## src/rtl/overlap_layer_placement_unit_defines.svh

```systemverilog
// Assertion macros shared by the overlap layer placement RTL.
`ifndef OVERLAP_LAYER_PLACEMENT_UNIT_DEFINES_SVH
`define OVERLAP_LAYER_PLACEMENT_UNIT_DEFINES_SVH

// Same-cycle implication, disabled while reset is asserted.
`define OLP_ASSERT(label, ck, rn, ante, cons) \
	label: assert property (@(posedge ck) disable iff (!rn) (ante) |-> (cons)) \
		else $error("olp assertion failed");

// Next-cycle implication, disabled while reset is asserted.
`define OLP_ASSERT_NEXT(label, ck, rn, ante, cons) \
	label: assert property (@(posedge ck) disable iff (!rn) (ante) |=> (cons)) \
		else $error("olp assertion failed");

`endif

```

## src/rtl/olp_ram.sv

```systemverilog
// Generic single-port-write, registered-read RAM.
module olp_ram #(
	parameter int unsigned WIDTH  = 8,
	parameter int unsigned DEPTH  = 16,
	parameter int unsigned ADDR_W = (DEPTH > 1) ? $clog2(DEPTH) : 1
) (
	input  logic              clk,
	input  logic              we,
	input  logic [ADDR_W-1:0] waddr,
	input  logic [WIDTH-1:0]  wdata,
	input  logic [ADDR_W-1:0] raddr,
	output logic [WIDTH-1:0]  rdata
);

	logic [WIDTH-1:0] mem_q [DEPTH];
	logic [WIDTH-1:0] rdata_q;

	always_ff @(posedge clk) begin
		if (we) begin
			mem_q[waddr] <= wdata;
		end
		rdata_q <= mem_q[raddr];
	end

	assign rdata = rdata_q;

endmodule

```

## config.mk

```make
export PLATFORM = sky130hd
export DESIGN_NAME = olp_ram
export DESIGN_NICKNAME = d
export VERILOG_FILES = /design/src/rtl/overlap_layer_placement_unit_defines.svh /design/src/rtl/olp_ram.sv
export SDC_FILE = /design/constraint.sdc
export NUM_CORES = 1
export LEC_CHECK = 0
export ABC_AREA = 1
export ABC_CLOCK_PERIOD_IN_PS = 1600
export BUFFER_PORTS_ARGS = -buffer_cell sky130_fd_sc_hd__clkbuf_2
export CELL_PAD_IN_SITES_DETAIL_PLACEMENT = 1
export CELL_PAD_IN_SITES_GLOBAL_PLACEMENT = 2
export CORE_MARGIN = 5
export CORE_UTILIZATION = 40
export DETAILED_ROUTE_END_ITERATION = 8
export GPL_ROUTABILITY_DRIVEN = 0
export PLACE_DENSITY = 0.9
export REMOVE_ABC_BUFFERS = 1
export SLEW_MARGIN = 40
export SYNTH_ARGS = -nofsm -noshare
export SYNTH_HDL_FRONTEND = slang
export SYNTH_SLANG_ARGS = --single-unit
```

## constraint.sdc

```tcl
create_clock -name clk -period 1.6 [get_ports clk]
set_clock_uncertainty 0.15 [all_clocks]
set_input_delay 0.16 -clock clk [delete_from_list [all_inputs] [get_ports clk]]
set_output_delay 0.16 -clock clk [all_outputs]
set_load 0.01 [all_outputs]
```

---- Word-level counts from Yosys, hierarchy flattened ----
Memories as Yosys holds them, arrays and structs flattened. A register that Yosys moved wholly into a read port is not among the register bits.
Cells that the tools add are included.
cells by class
  multiplexer cells ....................... 2
operator list
  kind               number
  1-bit two-way mux  2
storage, ports and cells
  memories ................................ 1
  word-level logic and storage cells ...... 3
  register bits ........................... 0
  memory bits (writable) .................. 128
memories
  memory  words  width  read ports  clocked after Yosys merged registers in  wr ports  line           text
  mem_q   16     8      1           1                                        1         olp_ram.sv:15  logic [WIDTH-1:0] mem_q [DEPTH];

---- Longest topological paths before layout ----
  depth in word-level cells ............... 2
  mapped depth ............................ 8

---- Worst setup path after synthesis ----
Ideal clock, no wire load.
  path type ............................... input-to-reg
  from .................................... in waddr[2]
  to ...................................... mem mem_q[10][0] (enable)
  slack ................................... 339 ps
  stages .................................. 2
  required time ........................... 1080 ps
  data arrival time ....................... 741 ps
  cell sequence ........................... nand3b_1 > nor2_1
RTL lines
  element          line           text
  start, declared  olp_ram.sv:9   input logic [ADDR_W-1:0] waddr,
  end, declared    olp_ram.sv:15
No word-level cell before the write port.

---- Worst setup path after layout ----
  from .................................... reg rdata_q[1] (netlist: rdata[1]), read port of mem_q
  to ...................................... out rdata[1]
RTL lines
  element          line           text
  start, declared  olp_ram.sv:16  logic [WIDTH-1:0] rdata_q;
  end, declared    olp_ram.sv:12  output logic [WIDTH-1:0] rdata
No word-level cell between the ends.

==> results.toml <==
[layout]
drive_gt1_share_pct = 13.0
finalNetCount = 613
n_antenna_cell = 0
final_area_mm2 = 0.00680
synthToLayoutAreaGrowth_pct = 17.9

[setup_path]
reg2reg_from = "mem_q[13][7]"
path_cells = "clkbuf_2"
path_delay_family = "flip-flops"
reg2reg_setup_slack_ns = 0.45
worstSetupPathType = "flip-flop to output pin"
cp_slowest_stage_delay_ns = 0.38
endpoint_kind = "output pin"
startpoint = "rdata[1]"
cp_num_buf_inv = 1
crit_arrival_ns = 0.96
reg2reg_to = "rdata[7]"
cp_num_cells = 1
slowest_stage = "dfxtp_1"
startpoint_type = "flip-flop"
worstPathRequired_ns = 1.29
reg2regPathDepth = 6
crit_fanout = 1

[die]
die_h_um = 130
io_pins = 26
die_area_mm2 = 0.0169
core-area_mm2 = 0.0140
die_w_um = 130
fp-row-count = 43
start_util_pct = 41.2

[synthesis]
yosysSeqAreaShare_pct = 69.4
synth_edf_count = 128
synthesis.area_mm2 = 0.00577
yosysTopAreaCell = "edfxtp_1"
avgSynthCellArea_um2 = 10.5
synth_cells = 551
synth_mux_area_share_pct = 0
post_synth_xor_area_fraction_pct = 0
dominantRegCellSynth = "edfxtp_1"
yosys.cell_types.count = 12
synth_compound_area_share_pct = 0
ys_top_cells_by_count = "173 x nand2_1, 128 x edfxtp_1, 100 x inv_1, 97 x nand3_1, 17 x nor2_1"
yosys-top-cells-area = "edfxtp_1 67%, nand2_1 11%, nand3_1 8.4%"
synth_warnings = 0
synth_async_sr_flop_share_pct = 0
synth_top_family_by_area = "simple AND/OR/NAND/NOR gates"
synth_simple_gate_area_share_pct = 21.0
ys_seq_elements = 136
yosysMostFrequentCell = "nand2_1"
synth-adder-area-share_pct = 0
yosysTopAreaCellShare_pct = 66.7

[routing]
routed_wl_mm = 14.6
firstDrtPassIters = 4
antenna_left = 0
route.detailed.drc = 0
vias = 3959
via_per_inst = 5.02
first_iter_violations = 256
post_drt_wl_per_cell_um = 18.5

[clock_tree]
cts.sinks = 136
hold_buffers = 0
cts_setup_buffers = 0
cts_tree = "yes"
post_cts_resized = 0
cts_buffers = 17
clk_pin_slew_ns = 0.05
cts_buffer_depth = 2
insertion_delay_ns = 0.41
root_buffer = "clkbuf_16"
htreeDepth = 4

[timing]
slew_violations = 0
whs_ns = 0.0245
rsz0062_at_grt = "no"
fmax_mhz = 787
max-slew-margin-rel_pct = 73.8
setup_violations = 0
worst_pin_slew_ns = 0.393
period_needed_ns = 1.27
setup_total_negative_slack_ns = 0
hold_viol = 0
fin_crit_sh_pct = 79.4

[grt]
grt_antenna_before_repair = 0
grt_pass1_wl_mm = 23.2
grt_max_degree = 62
grt-ovfl-total = 0
grt_usage_pct = 18.8
grt_pass1_vias = 4237

[placed_design]
placed_cell_area_mm2 = 0.00621
dp_hpwl_mm = 9.34
portBuffers = 25

[power_and_ir_drop]
p_per_area_mw_per_mm2 = 1240
leakage_nw = 2.96
finalPower_mw = 8.42
vdd_drop_max_uv = 558

[hold_path]
min_delay_path_depth = 3
hold_end = "rdata[3]"
hp-class = "input pin to flip-flop"
min_from = "raddr[3]"

[run_status]
outcome = "complete, no violations"

[run]
drv_cap = 0
-- worst max path at each step --
| stage | end | slack [ns] |
|---|---|---|
| after floorplan | rdata[2] | 0.31 |
| after CTS | rdata[1] | 0.30 |
| after detailed placement | rdata[0] | 0.14 |
| final | rdata[1] | 0.33 |
| after global routing | rdata[1] | 0.30 |
| after global placement | rdata[0] | 0.17 |
-- power breakdown --
part | switching, mW | internal [mW] | total (mW) | leakage (nW)
registers | 0.0285 | 3.99 | 4.01 | 1.22
logic | 0.358 | 0.163 | 0.521 | 1.45
clock network | 1.37 | 2.52 | 3.89 | 0.291
total | 1.76 | 6.66 | 8.42 | 2.96
-- placed cells by master, fill, tap and decap left out, types with 4 or more instances in the layout --
cell type  Yosys  final
nand2_1      173    173
clkbuf_1       0      4
nor2_1        17     17
clkbuf_16      0     17
buf_4          4     18
clkbuf_2       0     25
inv_1        100    100
buf_12         0      6
dfxtp_1        8      8
nand3_1       97     97
clkinv_2       0      5
edfxtp_1     128    128
-- sequential cells by signal, summed over array words and instances, names as in the netlist --
name	count
rdata	8
mem_q	128
-- per-stage QoR --
step	util (%)	std cells	setup slack, ns
2_1_floorplan	-	527	0.310
3_3_place_gp	44.4	756	0.171
3_5_place_dp	44.4	756	0.141
4_1_cts	48.6	788	0.299
5_1_grt	48.6	788	0.295
6_report	48.6	788	0.329
-- cell families (layout without fill, tap and decap cells) --
family | after synthesis | count (layout)
AND/OR/NAND/NOR | 289 | 289
flip-flops | 136 | 136
buffers and inverters | 126 | 183
-- layer usage --
layer	routed length (um)	up-vias	global-route usage [%]	share of wire, %
li1	-	1865	-	-
met1	6110	1995	23.2	42
met2	7690	80	32.3	53
met3	505	19	4.05	3.5
met4	302	0	6.97	2.1
met5	0	-	0	0
-- area by class of cell --
| class | instances | area, um2 |
|---|---|---|
| tap | 180 | 225 |
| clock buffer | 23 | 468 |
| fill | 1580 | 7190 |
| sequential | 136 | 4000 |
| inverter | 102 | 383 |
| multi-input combinational | 289 | 1210 |
| timing repair buffer | 49 | 380 |
| clock inverter | 9 | 123 |
-- worst reg2reg max path, stage by stage, from the launching register on --
cell	delay (ns)
edfxtp_1	0.37
inv_1	0.07
nand2_1	0.05
nand3_1	0.10
nand3_1	0.09
nand3_1	0.15
nand2_1	0.07
Note: power is estimated with default switching activity, not from simulation.
