[config.mk]
export PLATFORM = sky130hd
export DESIGN_NAME = olp_overlap
export DESIGN_NICKNAME = d
export VERILOG_FILES = /design/src/rtl/overlap_layer_placement_unit_defines.svh /design/src/rtl/olp_pkg.sv /design/src/rtl/olp_overlap.sv
export SDC_FILE = /design/constraint.sdc
export NUM_CORES = 1
export LEC_CHECK = 0
export ABC_CLOCK_PERIOD_IN_PS = 10440
export BUFFER_PORTS_ARGS = -buffer_cell sky130_fd_sc_hd__buf_4
export CORE_MARGIN = 2
export CORE_UTILIZATION = 55
export DETAILED_ROUTE_END_ITERATION = 6
export PLACE_DENSITY = 0.95
export SKIP_LAST_GASP = 1
export SYNTH_ARGS = -nofsm -noshare
export SYNTH_HDL_FRONTEND = slang
export SYNTH_SLANG_ARGS = --single-unit
[constraint.sdc]
create_clock -name vclk -period 10.44
set_clock_uncertainty 0.1 [all_clocks]
set_input_delay 2.61 -clock vclk [all_inputs]
set_output_delay 2.61 -clock vclk [all_outputs]
set_load 0.01 [all_outputs]
[src/rtl/overlap_layer_placement_unit_defines.svh]
// Assertion macros shared by the overlap layer placement RTL.
`ifndef OVERLAP_LAYER_PLACEMENT_UNIT_DEFINES_SVH
`define OVERLAP_LAYER_PLACEMENT_UNIT_DEFINES_SVH

// Same-cycle implication, disabled while reset is asserted.
`define OLP_ASSERT(label, ck, rn, ante, cons) \
	label: assert property (@(posedge ck) disable iff (!rn) (ante) |-> (cons)) \
		else $error("olp assertion failed");

// Next-cycle implication, disabled while reset is asserted.
`define OLP_ASSERT_NEXT(label, ck, rn, ante, cons) \
	label: assert property (@(posedge ck) disable iff (!rn) (ante) |=> (cons)) \
		else $error("olp assertion failed");

`endif

[src/rtl/olp_pkg.sv]
// Types, constants and sequencer states for the overlap layer placement unit.
package olp_pkg;

	localparam int unsigned DEF_MAX_LAYERS = 16;
	localparam int unsigned DEF_MAX_SLOTS  = 16;

	typedef struct packed {
		logic signed [15:0] center_x;
		logic signed [15:0] center_y;
		logic [14:0]        rect_width;
		logic [14:0]        rect_height;
	} rect_t;

	typedef struct packed {
		logic [3:0] placed_layer;
		logic [3:0] placed_slot;
		logic [4:0] layers_used;
		logic [4:0] slots_used;
		logic       rejected;
	} result_t;

	localparam int unsigned RECT_W = $bits(rect_t);

	typedef enum logic [2:0] {
		ST_IDLE,
		ST_SCAN,
		ST_DRAIN,
		ST_COUNT,
		ST_DECIDE
	} state_t;

endpackage

[src/rtl/olp_overlap.sv]
// Overlap test between a stored rectangle and the incoming one.
module olp_overlap (
	input  olp_pkg::rect_t stored,
	input  olp_pkg::rect_t probe,
	output logic           hit
);

	import olp_pkg::*;

	logic [16:0] dx;
	logic [16:0] dy;
	logic [16:0] adx;
	logic [16:0] ady;
	logic [15:0] wsum;
	logic [15:0] hsum;

	// Twice the center distance must be strictly below the summed extents on both axes.
	always_comb begin
		dx   = {stored.center_x[15], stored.center_x} - {probe.center_x[15], probe.center_x};
		dy   = {stored.center_y[15], stored.center_y} - {probe.center_y[15], probe.center_y};
		adx  = dx[16] ? (17'd0 - dx) : dx;
		ady  = dy[16] ? (17'd0 - dy) : dy;
		wsum = {1'b0, stored.rect_width} + {1'b0, probe.rect_width};
		hsum = {1'b0, stored.rect_height} + {1'b0, probe.rect_height};
		hit  = ({adx, 1'b0} < {2'b00, wsum}) && ({ady, 1'b0} < {2'b00, hsum});
	end

endmodule

**Yosys cells after proc, flatten, opt, wreduce, memory -nomap -nowiden**

Cells that the tools add are included.

- Bits in registers: 0
- Input bits: 124
- Output and inout bits: 1
- Logic and storage cells: 11

- Add/subtract/negate cells: 6
- Order comparisons: 2
- Muxes and demuxes: 2
- Reductions and logical operators: 1

Operators by type and width:

| cell | count |
|---|---|
| 18-bit by 16-bit less-than comparator with 1-bit output | 2 |
| 17-bit 2-to-1 mux | 2 |
| 1-bit by 17-bit subtractor with 17-bit output (first input constant) | 2 |
| 16-bit by 16-bit subtractor with 17-bit output | 2 |
| 15-bit by 15-bit adder with 16-bit output | 2 |
| 1-bit logical AND | 1 |

**Longest topological paths before layout**

- Depth in word-level cells: 5
- Depth in mapped cells: 22
- Mapped depth without buffers: 20

**Worst setup path after synthesis**

OpenSTA, ideal clock, no wires.

- Path kind: input to output
- Start: input port probe[32] (netlist name)
- End: output port hit
- Data arrival time: 6,592 ps
- Path slack: 1,138 ps
- Cell stages on the path: 21
- Cell sequence: inv_1 ha_1 nor2b_1 o31a_1 o32a_4 a2111o_1 a21oi_1 o21ai_1 and2_4 buf_6 buf_6 mux2i_1 ha_1 o21a_1 o21a_1 o211ai_1 a21oi_1 a2111oi_0 o21ai_0 a211o_1 a211oi_2

- Cells in the longest elaborated chain, start to end: 5

Ends and longest elaborated chain:

| element | line | text |
|---|---|---|
| start: declaration | olp_overlap.sv:4 | `input olp_pkg::rect_t probe,` |
| 16-bit by 16-bit subtractor with 17-bit output (*) | olp_overlap.sv:20 | `dy = {stored.center_y[15], stored.center_y} - {probe.center_y[15], probe.center_y};` |
| 1-bit by 17-bit subtractor with 17-bit output | olp_overlap.sv:22 | `ady = dy[16] ? (17'd0 - dy) : dy;` |
| 17-bit 2-to-1 mux (*) | olp_overlap.sv:22 |  |
| 18-bit by 16-bit less-than comparator with 1-bit output (*) | olp_overlap.sv:25 | `hit = ({adx, 1'b0} < {2'b00, wsum}) && ({ady, 1'b0} < {2'b00, hsum});` |
| 1-bit logical AND (*) | olp_overlap.sv:25 |  |
| end: declaration | olp_overlap.sv:5 | `output logic hit` |

Mark *: on every way between the ends. The rest lies on a longest branch, timed or not.

**Final worst setup path**

- Start: input port stored[30] (netlist name)
- End: output port hit

- Cells in the longest elaborated chain, start to end: 5

Ends and longest elaborated chain:

| element | line | text |
|---|---|---|
| start: declaration | olp_overlap.sv:3 | `input olp_pkg::rect_t stored,` |
| 16-bit by 16-bit subtractor with 17-bit output (*) | olp_overlap.sv:20 |  |
| 1-bit by 17-bit subtractor with 17-bit output | olp_overlap.sv:22 |  |
| 17-bit 2-to-1 mux (*) | olp_overlap.sv:22 |  |
| 18-bit by 16-bit less-than comparator with 1-bit output (*) | olp_overlap.sv:25 |  |
| 1-bit logical AND (*) | olp_overlap.sv:25 |  |

Marked as above.

==> load_flow_metrics.sql <==
INSERT INTO impl_metrics (metric_group, metric, value, unit) VALUES
('logic_synthesis', 'yosysMostFrequentCell', 'sky130_fd_sc_hd__ha_1', ''),
('route', 'postRouteAntennaNets', '0', ''),
('route', 'dr_total_vias', '4812', ''),
('placement', 'dp.final_hpwl', '9733', 'um'),
('min_path', 'origin_of_the_worst_min_delay_path', 'stored[45]', ''),
('route', 'wirelength', '10980', 'um'),
('placement', 'post-place-ws', '0.4285', 'ns'),
('route', 'drc', '0', ''),
('placement', 'io_buffers', '125', ''),
('finish', 'clk_buf', '0', ''),
('route', 'drt_iter0_drc', '139', ''),
('min_path', 'hold_end', 'hit', ''),
('timing', 'setup_viol_count_final', '0', ''),
('cts', 'cts-hold-fix-buffers', '0', ''),
('route', 'vias_per_cell', '5.926', ''),
('timing', 'timing.final.hold_violations', '0', ''),
('cts', 'post_cts.repair.setup_buffers', '0', ''),
('logic_synthesis', 'synth_xor_xnor_area_share', '0.1339', ''),
('setup_path', 'timing.setup.critical_path_class', 'primary input to output port', ''),
('logic_synthesis', 'netlist.top_cell.by_area', 'sky130_fd_sc_hd__ha_1', ''),
('floorplan', 'die_height', '93.26', 'um'),
('logic_synthesis', 'ys_warn_count', '0', ''),
('finish', 'layout.cell_area.non_filler', '5404', 'um^2'),
('pwr', 'power_per_cell_area', '81.65', 'nW/um^2'),
('global_routing', 'grt_util_all_layers', '0.2496', ''),
('logic_synthesis', 'synth_compound_area_frac', '0.3198', ''),
('setup_path', 'worst_ep_arrival_time', '7.43', 'ns'),
('run_status', 'status', 'completed', ''),
('timing', 'grt_setup_unrepaired', 'no', ''),
('timing', 'worst_slew_margin_rel', '0.6021', ''),
('logic_synthesis', 'syn_area', '4382', 'um^2'),
('finish', 'number_of_sequential_storage_elements', '0', ''),
('logic_synthesis', 'post_synth_fa_ha_maj_area_fraction', '0.2867', ''),
('setup_path', 'critical_path.endpoint_type', 'output port', ''),
('floorplan', 'core.rowCount', '32', ''),
('timing', 'fin_tns_setup', '0', 'ns'),
('logic_synthesis', 'cells_after_synthesis', '593', ''),
('placement', 'dp_cells', '812', ''),
('global_routing', 'global_route.overflow_total', '0', ''),
('timing', 'timing_max_transition_violations_final', '0', ''),
('floorplan', 'design.core.area', '7727', 'um^2'),
('global_routing', 'antenna_found_initial', '0', ''),
('finish', 'design.final.nets', '934', ''),
('finish', 'instances_no_fill', '812', ''),
('logic_synthesis', 'synthesis.nets', '815', ''),
('finish', 'num_antenna_cells', '0', ''),
('cts', 'cts_resized', '0', ''),
('logic_synthesis', 'synth_top_family_by_area', 'compound AO/OA/AOI/OAI gates', ''),
('logic_synthesis', 'ys_top_cells_by_area', 'sky130_fd_sc_hd__ha_1, sky130_fd_sc_hd__xnor2_1, sky130_fd_sc_hd__xor2_1', ''),
('logic_synthesis', 'synth-seq-area-share', '0', ''),
('pwr', 'cellLeakagePower', '0.002779', 'uW'),
('logic_synthesis', 'synthSimpleGateAreaFrac', '0.1907', ''),
('floorplan', 'die_area', '8697', 'um^2'),
('global_routing', 'globalRouteMet3Util', '0.01048', ''),
('finish', 'layout-drive-gt1-share', '0.2183', ''),
('floorplan', 'fp.dieW', '93.26', 'um'),
('global_routing', 'grt_max_degree', '16', ''),
('floorplan', 'io_pins', '125', ''),
('placement', 'gp_routability_congestion', '0.8884', ''),
('finish', 'syn2layout_area_growth', '23.33', '%'),
('global_routing', 'grt_use_met2', '0.5492', ''),
('global_routing', 'grt_pass1_wl', '18890', 'um'),
('setup_path', 'max_fo_critical_path', '5', ''),
('global_routing', 'via_count_of_the_first_global_routing_pass', '4892', ''),
('global_routing', 'grtUsageMet1', '0.2422', ''),
('timing', 'max_slew.worst_pin.slew', '0.5893', 'ns'),
('timing', 'fin_crit_share', '0.9713', ''),
('logic_synthesis', 'synth_top_area_share', '0.2684', ''),
('finish', 'seq_area', '0', 'um^2'),
('logic_synthesis', 'synth_cell_type_count', '65', ''),
('timing', 'final.hold.worst_slack', '5.883', 'ns');
how the worst max path moves through the flow:
stage	start	end	depth (start not counted)
global placement	stored[30]	hit	19
floorplan	probe[32]	hit	21
global route	stored[30]	hit	19
CTS	stored[30]	hit	21
detailed placement	stored[30]	hit	19
finish	stored[30]	hit	19
cell families (layout without fill, tap and decap cells):
kind of cell | Yosys count | count (layout)
fa+ha+maj | 98 | 98
compound gates | 195 | 195
xor+xnor | 67 | 67
mux | 4 | 4
buf+inv | 65 | 182
simple gates | 164 | 164
routing by layer:
layer,vias to the layer above,part of all wire
met2,136,0.57
met1,2235,0.38
met3,28,0.034
li1,2413,-
met5,-,0
met4,0,0.023
through the flow:
stage | util | total power (uW)
detailed placement | 0.6993 | 436.1
floorplan | - | 324.4
CTS | 0.6993 | 440.1
finish | 0.6993 | 441.3
global placement | 0.6993 | 412.0
global route | 0.6993 | 494.8
power breakdown:
part	switching [uW]	internal, uW	leakage [uW]
sequential	0	0	0
combinational	229	212	0.00278
clock	0	0	0
area by class of cell:
type / count / area [um^2] / area share
inverters: 56 / 210.2 / 0.03890
multi-input cells: 528 / 4120 / 0.7624
well taps: 102 / 127.6 / 0.02362
repair buffers: 126 / 945.9 / 0.1750
critical path, cell delays in order:
cell,delay [ns]
sky130_fd_sc_hd__buf_4,0.08
sky130_fd_sc_hd__inv_1,0.04
sky130_fd_sc_hd__ha_1,0.22
sky130_fd_sc_hd__fa_1,0.40
sky130_fd_sc_hd__nor2b_1,0.17
sky130_fd_sc_hd__o31a_1,0.21
sky130_fd_sc_hd__a21oi_1,0.10
sky130_fd_sc_hd__nor4_1,0.42
sky130_fd_sc_hd__nor3b_1,0.55
sky130_fd_sc_hd__a21oi_1,0.17
sky130_fd_sc_hd__xor2_1,0.17
sky130_fd_sc_hd__ha_1,0.33
sky130_fd_sc_hd__a21o_1,0.18
sky130_fd_sc_hd__a211o_1,0.32
sky130_fd_sc_hd__a2111oi_0,0.50
sky130_fd_sc_hd__o21ai_0,0.19
sky130_fd_sc_hd__a211o_1,0.30
sky130_fd_sc_hd__a211oi_2,0.26
sky130_fd_sc_hd__buf_4,0.17
cells in the final DEF (no fill, tap or decap), drive strengths merged, types with 3 or more instances in the layout:
cell,count
o211ai,8
a21o,23
or2,9
nor2b,10
nor3,13
a21oi,53
o31ai,5
o311ai,3
o21ai,29
a31oi,8
a211o,4
nand2,18
nand3,9
and3,8
ha,94
nor2,58
or3,11
o21bai,9
o21a,13
a2111oi,6
o31a,4
xor2,31
nor4,3
xnor2,36
nand4,3
fa,4
inv,56
buf,126
o311a,5
a31o,8
and2,7
nand2b,5
mux2i,4
Note: power is estimated with default switching activity, not from simulation.
